===== src/sv/assert_macros.svh =====
// ----------------------------------------------------------------------------
// assert_macros.svh
// Concurrent assertion shorthands used by the filter RTL.
// ----------------------------------------------------------------------------
`ifndef ASSERT_MACROS_SVH
`define ASSERT_MACROS_SVH

// Clocked assertion, switched off while reset is held
`define SKF_ASSERT(label, clk, rstn, prop, msg) \
    label: assert property (@(posedge clk) disable iff (!rstn) prop) else $error(msg);

// Clocked assertion that also checks through reset
`define SKF_ASSERT_NR(label, clk, prop, msg) \
    label: assert property (@(posedge clk) prop) else $error(msg);

`endif


===== src/sv/skf_pkg.sv =====
// ----------------------------------------------------------------------------
// skf_pkg
// Types, widths and constants of the scalar Kalman speed filter.
// ----------------------------------------------------------------------------
package skf_pkg;

    // Default number of filtered channels
    localparam int CHANNELS_DEF = 4;

    // Fixed-point widths
    localparam int FRAC  = 16;          // fraction bits of Q16.16
    localparam int P_W   = 40;          // kept variance, unsigned Q24.16
    localparam int X_W   = 32;          // kept estimate, signed Q16.16
    localparam int D_W   = X_W + 1;     // innovation z - x
    localparam int K_W   = FRAC + 1;    // gain, 0 .. 1.0
    localparam int DEN_W = P_W + 1;     // p + r
    localparam int REM_W = DEN_W + 1;   // divider partial remainder
    localparam int MA_W  = P_W + 1;     // shared multiplier, operand a (signed)
    localparam int MB_W  = K_W + 1;     // shared multiplier, operand b (signed)
    localparam int PR_W  = MA_W + MB_W; // product

    // Divider: one quotient bit per step
    localparam int DIV_STEPS = K_W;
    localparam int CNT_W     = $clog2(DIV_STEPS);

    // Register reset values
    localparam logic [31:0]    Q_RESET    = 32'd1966080;   // 30.0
    localparam logic [31:0]    R_RESET    = 32'd19660800;  // 300.0
    localparam logic [3:0]     MASK_RESET = 4'd5;
    localparam logic [P_W-1:0] VAR_RESET  = P_W'(65536);   // 1.0
    localparam logic [P_W-1:0] P_MAX      = '1;
    localparam logic [K_W-1:0] K_ONE      = K_W'(65536);

    // Register indexes on the configuration port
    localparam logic [1:0] REG_PROCESS_NOISE  = 2'd0;
    localparam logic [1:0] REG_MEASURE_NOISE  = 2'd1;
    localparam logic [1:0] REG_DIRECTION_MASK = 2'd2;

    // Input word
    typedef struct packed {
        logic [1:0]         channel;
        logic signed [15:0] raw_delta;
    } in_item_t;

    // Result word
    typedef struct packed {
        logic [1:0]         out_channel;
        logic signed [15:0] filtered_speed;
    } out_item_t;

endpackage


===== src/sv/scalar_kalman_speed_filter.sv =====
// ----------------------------------------------------------------------------
// An accepted input word passes through these steps before the next word is
// taken: capture it, fetch and bump the channel variance, form the gain
// denominator and innovation, 17 steps of a restoring divider that produces
// the Q1.16 gain one bit per cycle, two passes through one shared 41x18
// multiplier (estimate update, then variance update), a write-back and a
// hand-off into the result register. Results sit in an output register, so
// the next word is taken while a result waits; only a second finished result
// stalls until the first is taken. A word for a channel beyond CHANNELS
// leaves the per-channel filter state alone, skips the divider and multiplier
// steps and returns a filtered_speed of zero through the result register.
// ----------------------------------------------------------------------------
// scalar_kalman_speed_filter
// Per-channel one-dimensional Kalman filter on encoder delta samples.
// ----------------------------------------------------------------------------
`include "assert_macros.svh"

module scalar_kalman_speed_filter
    import skf_pkg::*;
#(
    parameter int CHANNELS = CHANNELS_DEF
) (
    input  logic        aclk,
    input  logic        aresetn,
    // sample input
    input  logic        s_valid,
    output logic        s_ready,
    input  in_item_t    s_data,
    // filtered result
    output logic        m_valid,
    input  logic        m_ready,
    output out_item_t   m_data,
    // register writes
    input  logic        cfg_valid,
    output logic        cfg_ready,
    input  logic [1:0]  cfg_index,
    input  logic [31:0] cfg_data
);

    localparam int CH_W = (CHANNELS > 1) ? $clog2(CHANNELS) : 1;

    typedef enum logic [7:0] {
        ST_IDLE  = 8'b0000_0001,
        ST_LOAD  = 8'b0000_0010,
        ST_DENOM = 8'b0000_0100,
        ST_DIV   = 8'b0000_1000,
        ST_MULK  = 8'b0001_0000,
        ST_UPDX  = 8'b0010_0000,
        ST_UPDP  = 8'b0100_0000,
        ST_FIN   = 8'b1000_0000
    } state_t;

    state_t state_reg, state_next;

    // configuration
    logic [31:0] q_reg;
    logic [31:0] r_reg;
    logic [3:0]  mask_reg;

    // per-channel filter state
    logic signed [X_W-1:0] est_reg [CHANNELS];
    logic [P_W-1:0]        var_reg [CHANNELS];

    // working registers
    logic [1:0]            ch_reg;
    logic signed [15:0]    z_reg;
    logic signed [X_W-1:0] x_reg;
    logic [P_W-1:0]        p_reg;
    logic [DEN_W-1:0]      den_reg;
    logic signed [D_W-1:0] diff_reg;
    logic [REM_W-1:0]      rem_reg;
    logic [K_W-1:0]        k_reg;
    logic [CNT_W-1:0]      cnt_reg;
    logic signed [PR_W-1:0] prod_reg;

    logic      m_valid_reg;
    out_item_t m_data_reg;

    // combinational
    logic                   in_fire;
    logic                   out_load;
    logic [CH_W-1:0]        idx;
    logic                   ch_ok;
    logic signed [15:0]     z_in;
    logic signed [X_W-1:0]  x_rd;
    logic [P_W-1:0]         var_rd;
    logic [DEN_W-1:0]       p_sum;
    logic [P_W-1:0]         p_sat;
    logic [DEN_W-1:0]       den_sum;
    logic signed [X_W-1:0]  z_q;
    logic signed [D_W-1:0]  diff_next;
    logic [REM_W-1:0]       trial;
    logic                   q_bit;
    logic [REM_W-1:0]       rem_next;
    logic                   div_last;
    logic signed [MA_W-1:0] mul_a;
    logic signed [MB_W-1:0] mul_b;
    logic signed [PR_W-1:0] mul_p;
    logic signed [X_W-1:0]  x_new;
    logic [P_W-1:0]         var_new;
    logic signed [15:0]     res;

    assign in_fire   = s_valid && s_ready;
    assign s_ready   = (state_reg == ST_IDLE);
    assign cfg_ready = 1'b1;
    assign m_valid   = m_valid_reg;
    assign m_data    = m_data_reg;
    assign out_load  = (state_reg == ST_FIN) && (!m_valid_reg || m_ready);

    // channel lookup, guarded against channels without a filter
    assign idx    = CH_W'(ch_reg);
    assign ch_ok  = ({30'd0, ch_reg} < 32'(CHANNELS));
    assign x_rd   = ch_ok ? est_reg[idx] : '0;
    assign var_rd = ch_ok ? var_reg[idx] : '0;

    // direction sign, negation of the minimum saturates
    always_comb begin
        z_in = s_data.raw_delta;
        if (mask_reg[s_data.channel]) begin
            z_in = (s_data.raw_delta == 16'sh8000) ? 16'sh7fff : -s_data.raw_delta;
        end
    end

    // p + q, saturating at the 40-bit ceiling
    assign p_sum = {1'b0, var_rd} + {{(DEN_W-32){1'b0}}, q_reg};
    assign p_sat = p_sum[DEN_W-1] ? P_MAX : p_sum[P_W-1:0];

    // denominator and innovation
    assign den_sum   = {1'b0, p_reg} + {{(DEN_W-32){1'b0}}, r_reg};
    assign z_q       = {z_reg, {FRAC{1'b0}}};
    assign diff_next = {z_q[X_W-1], z_q} - {x_reg[X_W-1], x_reg};

    // restoring divider step: first step tests bit 16 unshifted
    assign trial    = (cnt_reg == '0) ? rem_reg : {rem_reg[REM_W-2:0], 1'b0};
    assign q_bit    = (trial >= {1'b0, den_reg});
    assign rem_next = q_bit ? (trial - {1'b0, den_reg}) : trial;
    assign div_last = (cnt_reg == CNT_W'(DIV_STEPS - 1));

    // shared multiplier: k*(z-x), then p*(1-k)
    always_comb begin
        if (state_reg == ST_MULK) begin
            mul_a = {{(MA_W-D_W){diff_reg[D_W-1]}}, diff_reg};
            mul_b = {1'b0, k_reg};
        end else begin
            mul_a = {1'b0, p_reg};
            mul_b = {1'b0, K_ONE - k_reg};
        end
    end
    assign mul_p = mul_a * mul_b;

    // floor shifts of the products; both results fit their kept widths
    assign x_new   = x_reg + prod_reg[X_W+FRAC-1:FRAC];
    assign var_new = prod_reg[P_W+FRAC-1:FRAC];

    // estimate truncated toward zero, always inside 16-bit range
    assign res = x_reg[X_W-1:FRAC] +
                 16'((x_reg[X_W-1] && (x_reg[FRAC-1:0] != '0)) ? 1 : 0);

    // sequencer
    always_comb begin
        state_next = state_reg;
        case (state_reg)
            ST_IDLE:  if (in_fire) state_next = ST_LOAD;
            ST_LOAD:  state_next = ch_ok ? ST_DENOM : ST_FIN;
            ST_DENOM: state_next = ST_DIV;
            ST_DIV:   if (div_last) state_next = ST_MULK;
            ST_MULK:  state_next = ST_UPDX;
            ST_UPDX:  state_next = ST_UPDP;
            ST_UPDP:  state_next = ST_FIN;
            ST_FIN:   if (out_load) state_next = ST_IDLE;
            default:  state_next = ST_IDLE;
        endcase
    end

    // control, configuration and filter state
    always_ff @(posedge aclk) begin
        if (!aresetn) begin
            state_reg   <= ST_IDLE;
            m_valid_reg <= 1'b0;
            q_reg       <= Q_RESET;
            r_reg       <= R_RESET;
            mask_reg    <= MASK_RESET;
            for (int i = 0; i < CHANNELS; i++) begin
                est_reg[i] <= '0;
                var_reg[i] <= VAR_RESET;
            end
        end else begin
            state_reg <= state_next;

            if (out_load) begin
                m_valid_reg <= 1'b1;
            end else if (m_ready) begin
                m_valid_reg <= 1'b0;
            end

            if (cfg_valid) begin
                case (cfg_index)
                    REG_PROCESS_NOISE:  q_reg    <= cfg_data;
                    REG_MEASURE_NOISE:  r_reg    <= cfg_data;
                    REG_DIRECTION_MASK: mask_reg <= cfg_data[3:0];
                    default: ;
                endcase
            end

            if (state_reg == ST_UPDX) begin
                est_reg[idx] <= x_new;
            end
            if (state_reg == ST_UPDP) begin
                var_reg[idx] <= var_new;
            end
        end
    end

    // datapath
    always_ff @(posedge aclk) begin
        case (state_reg)
            ST_IDLE: begin
                if (in_fire) begin
                    ch_reg <= s_data.channel;
                    z_reg  <= z_in;
                end
            end
            ST_LOAD: begin
                x_reg <= x_rd;
                p_reg <= p_sat;
            end
            ST_DENOM: begin
                den_reg  <= den_sum;
                diff_reg <= diff_next;
                rem_reg  <= {2'b00, p_reg};
                k_reg    <= '0;
                cnt_reg  <= '0;
            end
            ST_DIV: begin
                rem_reg <= rem_next;
                cnt_reg <= cnt_reg + CNT_W'(1);
                // zero denominator gives unity gain
                if (div_last && (den_reg == '0)) begin
                    k_reg <= K_ONE;
                end else begin
                    k_reg <= {k_reg[K_W-2:0], q_bit};
                end
            end
            ST_MULK: begin
                prod_reg <= mul_p;
            end
            ST_UPDX: begin
                x_reg    <= x_new;
                prod_reg <= mul_p;
            end
            ST_FIN: begin
                if (out_load) begin
                    m_data_reg.out_channel    <= ch_reg;
                    m_data_reg.filtered_speed <= res;
                end
            end
            default: ;
        endcase
    end

    // checks
    `SKF_ASSERT_NR(a_reset_empties_output, aclk,
                   !aresetn |=> !m_valid, "result valid after reset")
    `SKF_ASSERT(a_accept_starts_load, aclk, aresetn,
                in_fire |=> state_reg == ST_LOAD, "accepted word not loaded")
    `SKF_ASSERT(a_gain_at_most_one, aclk, aresetn,
                state_reg == ST_MULK |-> k_reg <= K_ONE, "gain above one")
    `SKF_ASSERT(a_variance_shrinks, aclk, aresetn,
                state_reg == ST_UPDP |-> var_new <= p_reg, "variance grew in update")
    `SKF_ASSERT(a_waiting_result_kept, aclk, aresetn,
                (state_reg == ST_FIN) && m_valid && !m_ready |=> state_reg == ST_FIN,
                "result overwritten")

endmodule


===== config.mk =====
export PLATFORM = sky130hd
export DESIGN_NAME = scalar_kalman_speed_filter
export DESIGN_NICKNAME = d
export VERILOG_FILES = /design/src/sv/skf_pkg.sv /design/src/sv/scalar_kalman_speed_filter.sv
export VERILOG_INCLUDE_DIRS = /design/src /design/src/sv
export SDC_FILE = /design/constraint.sdc
export NUM_CORES = 2
export LEC_CHECK = 0
export BUFFER_PORTS_ARGS = -buffer_cell sky130_fd_sc_hd__buf_2
export CAP_MARGIN = 20
export CORE_ASPECT_RATIO = 1.2
export CORE_MARGIN = 2
export CORE_UTILIZATION = 40
export CTS_CLUSTER_DIAMETER = 50
export DETAILED_ROUTE_END_ITERATION = 16
export GPL_ROUTABILITY_DRIVEN = 0
export PLACE_DENSITY = 0.65
export SYNTH_ARGS = -nofsm -noshare
export SYNTH_HDL_FRONTEND = slang
export SYNTH_SLANG_ARGS = --single-unit

===== constraint.sdc =====
create_clock -name aclk -period 23.4 [get_ports aclk]
set_clock_uncertainty 0.05 [all_clocks]
set_input_delay 1.17 -clock aclk [delete_from_list [all_inputs] [get_ports aclk]]
set_output_delay 1.17 -clock aclk [all_outputs]
set_load 0.005 [all_outputs]

Word-level counts from Yosys, hierarchy flattened
Memories as Yosys holds them, arrays and structs flattened. A register that Yosys moved wholly into a read port is not among the register bits.
Cells that the tools add are included.
{ "word_totals": {"n_memories": 2, "ram_bits": 288, "wordCells": 103, "out_inout_bits": 21, "inputBits": 57, "ff_bits": 379} }
{ "op_classes": {"n_eq_ne": 15, "add_sub_neg": 9, "n_reduce_logical": 22, "muxes": 35, "n_lt_le_gt_ge": 2, "mul": 1} }
{ "memory_table": {"columns": ["memory", "words", "width", "rd", "rd_ports_with_merged_regs", "wr", "line", "rtl"], "rows": [
  ["var_reg", 4, 40, 1, 1, 4, "scalar_kalman_speed_filter.sv:62", "logic [P_W-1:0] var_reg [CHANNELS];"],
  ["est_reg", 4, 32, 1, 1, 4, "scalar_kalman_speed_filter.sv:61", "logic signed [X_W-1:0] est_reg [CHANNELS];"]
]} }
{ "ops": {"columns": ["op", "n"], "rows": [
  ["two-way mux 42 bit", 2],
  ["one-hot mux 42 bit (2 select lines)", 1],
  ["adder 40 x 32 -> 41 bit", 2],
  ["one-hot mux 32 bit (2 select lines)", 1],
  ["one-hot mux 8 bit (8 select lines)", 1],
  ["multiplier 41 x 18 -> 56 bit", 1],
  [">= comparator 42 x 41 -> 1 bit", 1],
  ["subtractor 42 x 41 -> 42 bit", 1],
  ["logical NOT 41 bit", 1],
  ["two-way mux 41 bit", 1],
  ["two-way mux 40 bit", 1],
  ["OR reduction 40 bit", 1],
  ["two-way mux 17 bit", 2],
  ["one-hot mux 17 bit (2 select lines)", 1],
  ["subtractor 32 x 32 -> 33 bit", 1],
  ["adder 32 bit", 1],
  ["two-way mux 16 bit", 2],
  ["two-way mux 32 bit", 1],
  ["OR reduction 32 bit", 1],
  ["two-way mux 8 bit", 3],
  ["subtractor 17 bit, first input constant", 1],
  ["adder 16 x 1 -> 16 bit", 1],
  ["equality test 16 bit, second input constant", 1],
  ["negation 16 bit", 1],
  ["29 further kinds", 54]
]} }

Longest topological paths before layout
{ "logic_depth": {"word_depth": 6, "mapped_depth": 31, "depth_no_buf": 29} }

Worst setup path before layout
No wires, ideal clock.
{ "synth_timing": {"path_kind": "reg-to-reg", "startpoint": "register state_reg[1]", "endpoint": "register prod_reg[55], data pin", "required_time_ns": 23.084, "path_buffers": 3, "setup_time_ns": 0.266, "t_arrival_ns": 7.698, "synth_period_minus_slack_ns": 8.015, "path_stages_with_launch": 29, "path_slack_ns": 15.385, "path_cell_list": "dfxtp_1 > nor4_1 > and4b_1 > buf_2 > buf_2 > buf_1 > mux2i_1 > nor2_1 > fa_1 > inv_1 > fa_1 > fa_1 > inv_1 > fa_1 > fa_1 > inv_1 > fa_1 > inv_1 > ha_1 > a21o_1 > a21o_1 > a211oi_1 > o21ai_1 > a221oi_1 > o21ai_0 > a211o_1 > a311oi_2 > mux2i_1 > nand4_1"} }
{ "synth_between": {"elab_chain_len": 3, "elab_cells_between_ends": 4, "classes_between": "mul: 1; eq/ne: 1; mux: 2"} }
{ "synth_lines": {"columns": ["item", "line", "rtl"], "rows": [
  ["start: declaration", "scalar_kalman_speed_filter.sv:53", "state_t state_reg, state_next;"],
  ["start signal: assignment", "scalar_kalman_speed_filter.sv:188", "state_reg <= state_next;"],
  ["equality test 8 x 5 -> 1 bit *", "scalar_kalman_speed_filter.sv:141", "if (state_reg == ST_MULK) begin"],
  ["two-way mux 41 bit / two-way mux 17 bit (equally long branches)", "scalar_kalman_speed_filter.sv:141", null],
  ["multiplier 41 x 18 -> 56 bit *", "scalar_kalman_speed_filter.sv:149", "assign mul_p = mul_a * mul_b;"],
  ["via mul_p[55]", "scalar_kalman_speed_filter.sv:98", "logic signed [PR_W-1:0] mul_p;"],
  ["end signal: assignment", "scalar_kalman_speed_filter.sv:245", "prod_reg <= mul_p;"],
  ["end signal: assignment", "scalar_kalman_speed_filter.sv:249", "prod_reg <= mul_p;"],
  ["end: declaration", "scalar_kalman_speed_filter.sv:74", "logic signed [PR_W-1:0] prod_reg;"]
]} }
Mark *: on every way through the listed nets, which the timed path passes. The rest lies on a longest branch.
A chain may end at the register's enable or synchronous reset.

Worst setup path in the final report
{ "layout_timing": {"startpoint": "register state_reg[2]", "endpoint": "register prod_reg[55], data pin"} }
The elaborated chain is that of the path after synthesis.

==> flow_summary.yaml <==
drt:
  drtPass1Iterations: 6
  via_per_inst: 5.402
  wl_per_cell_um: 21.59
  drc: 0
  drt_iter0_drc: 3541
  routed_wl_um: 167200
  antenna_left: 0
  vias: 41835
cts:
  cts-root-buf: "clkbuf_16"
  clkLatencyLatePin_ns: 0.69
  clockBufferDepth: 3
  cts_tree: "yes"
  htree_levels: 3
  clkTransAtPathRegs_ns: 0.06
  clkSinkCount: 653
  cts_buffers: 79
  cts_hold_buffers: 0
  cts_setup_buffers: 0
  cts-resized-gates: 0
cells_and_area:
  final_cell_mix: "nand2_1, inv_1, fa_1"
  fin_util: 0.4389
  syn_to_final_growth_pct: 9.219
  largest_register_ffs: 160
  drive_gt1_frac: 0.07801
  nNetsFinal: 6738
  fill_cells: 13532
  final_common_cell: "nand2_1"
  num_antenna_cells: 0
critical_path:
  critical_path_class: "reg2reg"
  start_kind: "flop"
  required_ns: 23.75
  r2r-start: "state_reg[2]"
  r2r_setup_slack_ns: 13.46
  rr_endpoint: "prod_reg[55]"
  critPathMaxStageDelay_ns: 0.83
  arrival_ns: 10.29
  cp-end-kind: "flop"
  r2r_cells: 28
  cp_slowest_cell: "xor2_2"
  cp_common_cell: "fa_1"
  path_max_fanout: 75
global_routing:
  grt_pass1_vias: 42907
  grt_overflow_total: 0
  gr-usage-all-layers: 0.2330
  antenna_found_initial: 10
  grt_max_degree: 76
  grt_pass1_wl_um: 257500
logic_synthesis:
  syn-cell-area_um2: 57400
  ys_types: 94
  ys.flop_type: "edfxtp_1"
  synth_top_area_cell: "edfxtp_1"
  syn_avg_cell_area_um2: 9.942
  ys_warn_count: 0
  synth_edf_count: 574
  synth-seq-area-share: 0.3279
  netlist_top_cells_area: "edfxtp_1, fa_1, ha_1, nand2_1, inv_1"
  synth-seq-cells: 653
  async_reset_ff_frac: 0
  netlist_instances: 5773
  synth_top_area_share: 0.3003
  synth_nets: 6753
place:
  post-dp-hpwl_um: 127800
  port_buffers: 76
hold_path:
  min_path_cells: 2
  hold_path_startpoint: "r_reg[14]"
  whs_endpoint: "r_reg[14]"
  hp-class: "reg2reg"
timing:
  fmaxAchievable_mhz: 100.6
  worstMarginPinSlew_ns: 1.224
  whs_ns: 0.4098
  fin_crit_sh: 0.4247
  post-route-min-period_ns: 9.938
  setup_viol: 0
  setup_tns_ns: 0
  grt_setup_unrepaired: "false"
  report.final.slew_viol_count: 0
  hold_violations: 0
  maxSlewHeadroom: 0.1779
power_and_ir_drop:
  power_density_nw_per_um2: 74.82
  power.leakage_nw: 27.78
  total_power_mw: 4.690
  peakVddDrop_v: 0.00008855
die:
  io_pins: 78
  floorplan.rows: 152
  core_area_um2: 142800
  start_util: 0.4019
  dieArea_um2: 146500
  die_w_um: 349.8
  die_h_um: 419.0
job:
  cap_viol_max_count: 0
run_status:
  status: "finished clean"
-- metrics by stage --
stage	area, um2	std cells	setup WS (ns)
finish	62690	7745	13.46
global route	62690	7745	13.06
CTS	62660	7744	13.65
detailed placement	59990	7601	13.75
global placement	59920	7595	13.84
floorplan	57400	5773	15.39
-- synth_stat cells, types with 72 or more instances --
master    number
mux4_2        72
and2_1       150
nand2_1      931
xor2_1        96
edfxtp_1     574
clkbuf_1     198
a21oi_1      245
xnor2_1      150
inv_1        838
fa_1         638
nor2_1       490
dfxtp_1       79
ha_1         285
and3_1        77
o21ai_0      158
a21o_1        87
-- layer usage --
| layer | up-vias | part of all wire | routed length (um) | global-route usage |
|---|---|---|---|---|
| li1 | 18902 | - | - | - |
| met1 | 20803 | 0.39 | 65730 | 0.2947 |
| met2 | 1703 | 0.47 | 78570 | 0.3799 |
| met3 | 423 | 0.072 | 12010 | 0.03931 |
| met4 | 4 | 0.065 | 10860 | 0.1289 |
| met5 | - | 0.00014 | 23 | 0 |
-- worst max path at each step --
stage                  from            to  slack, ns  cells after the start
4_1_cts        state_reg[2]  prod_reg[55]      13.65                     28
6_report       state_reg[2]  prod_reg[55]      13.46                     28
3_3_place_gp   state_reg[2]  prod_reg[55]      13.84                     28
5_1_grt        state_reg[2]  prod_reg[55]      13.06                     28
3_5_place_dp   state_reg[2]  prod_reg[55]      13.75                     28
2_1_floorplan  state_reg[1]  prod_reg[55]      15.39                     28
-- final cells by class --
type | instances | area (um2) | share of cell area
well taps | 1925 | 2409 | 0.03842
repair buffers | 142 | 915.9 | 0.01461
flip-flops and latches | 653 | 18830 | 0.3003
inverters | 839 | 3149 | 0.05024
clock buffers | 91 | 2116 | 0.03375
multi-input cells | 4043 | 34720 | 0.5538
clock inverters | 52 | 556.8 | 0.008882
-- where the power goes --
part	switching (mW)	leakage, nW	internal (mW)
logic	1.20	20.3	0.738
clock network	0.528	1.30	0.728
registers	0.0844	6.15	1.41
total	1.81	27.8	2.88
-- worst max-delay path, delay by kind of cell, from the launching register on --
kind / cells / cell delay, ns
adders and majority gates: 7 / 3.35
buffers and inverters: 6 / 1.12
DFF: 1 / 0.35
and+or+nand+nor: 4 / 1.24
AOI/OAI and AO/OA: 9 / 2.39
muxes: 1 / 0.23
xor gates and xnor gates: 1 / 0.83
-- kinds of logic after synthesis --
kind of cell | synth area share
adder cells (fa/ha/maj) | 0.2847
other | 0.00006534
multiplexers | 0.04881
AND/OR/NAND/NOR | 0.1524
AO/OA/AOI/OAI | 0.07761
flip-flops | 0.3279
XOR/XNOR | 0.03754
buffers and inverters | 0.07104
Note: power is estimated with default switching activity, not from simulation.
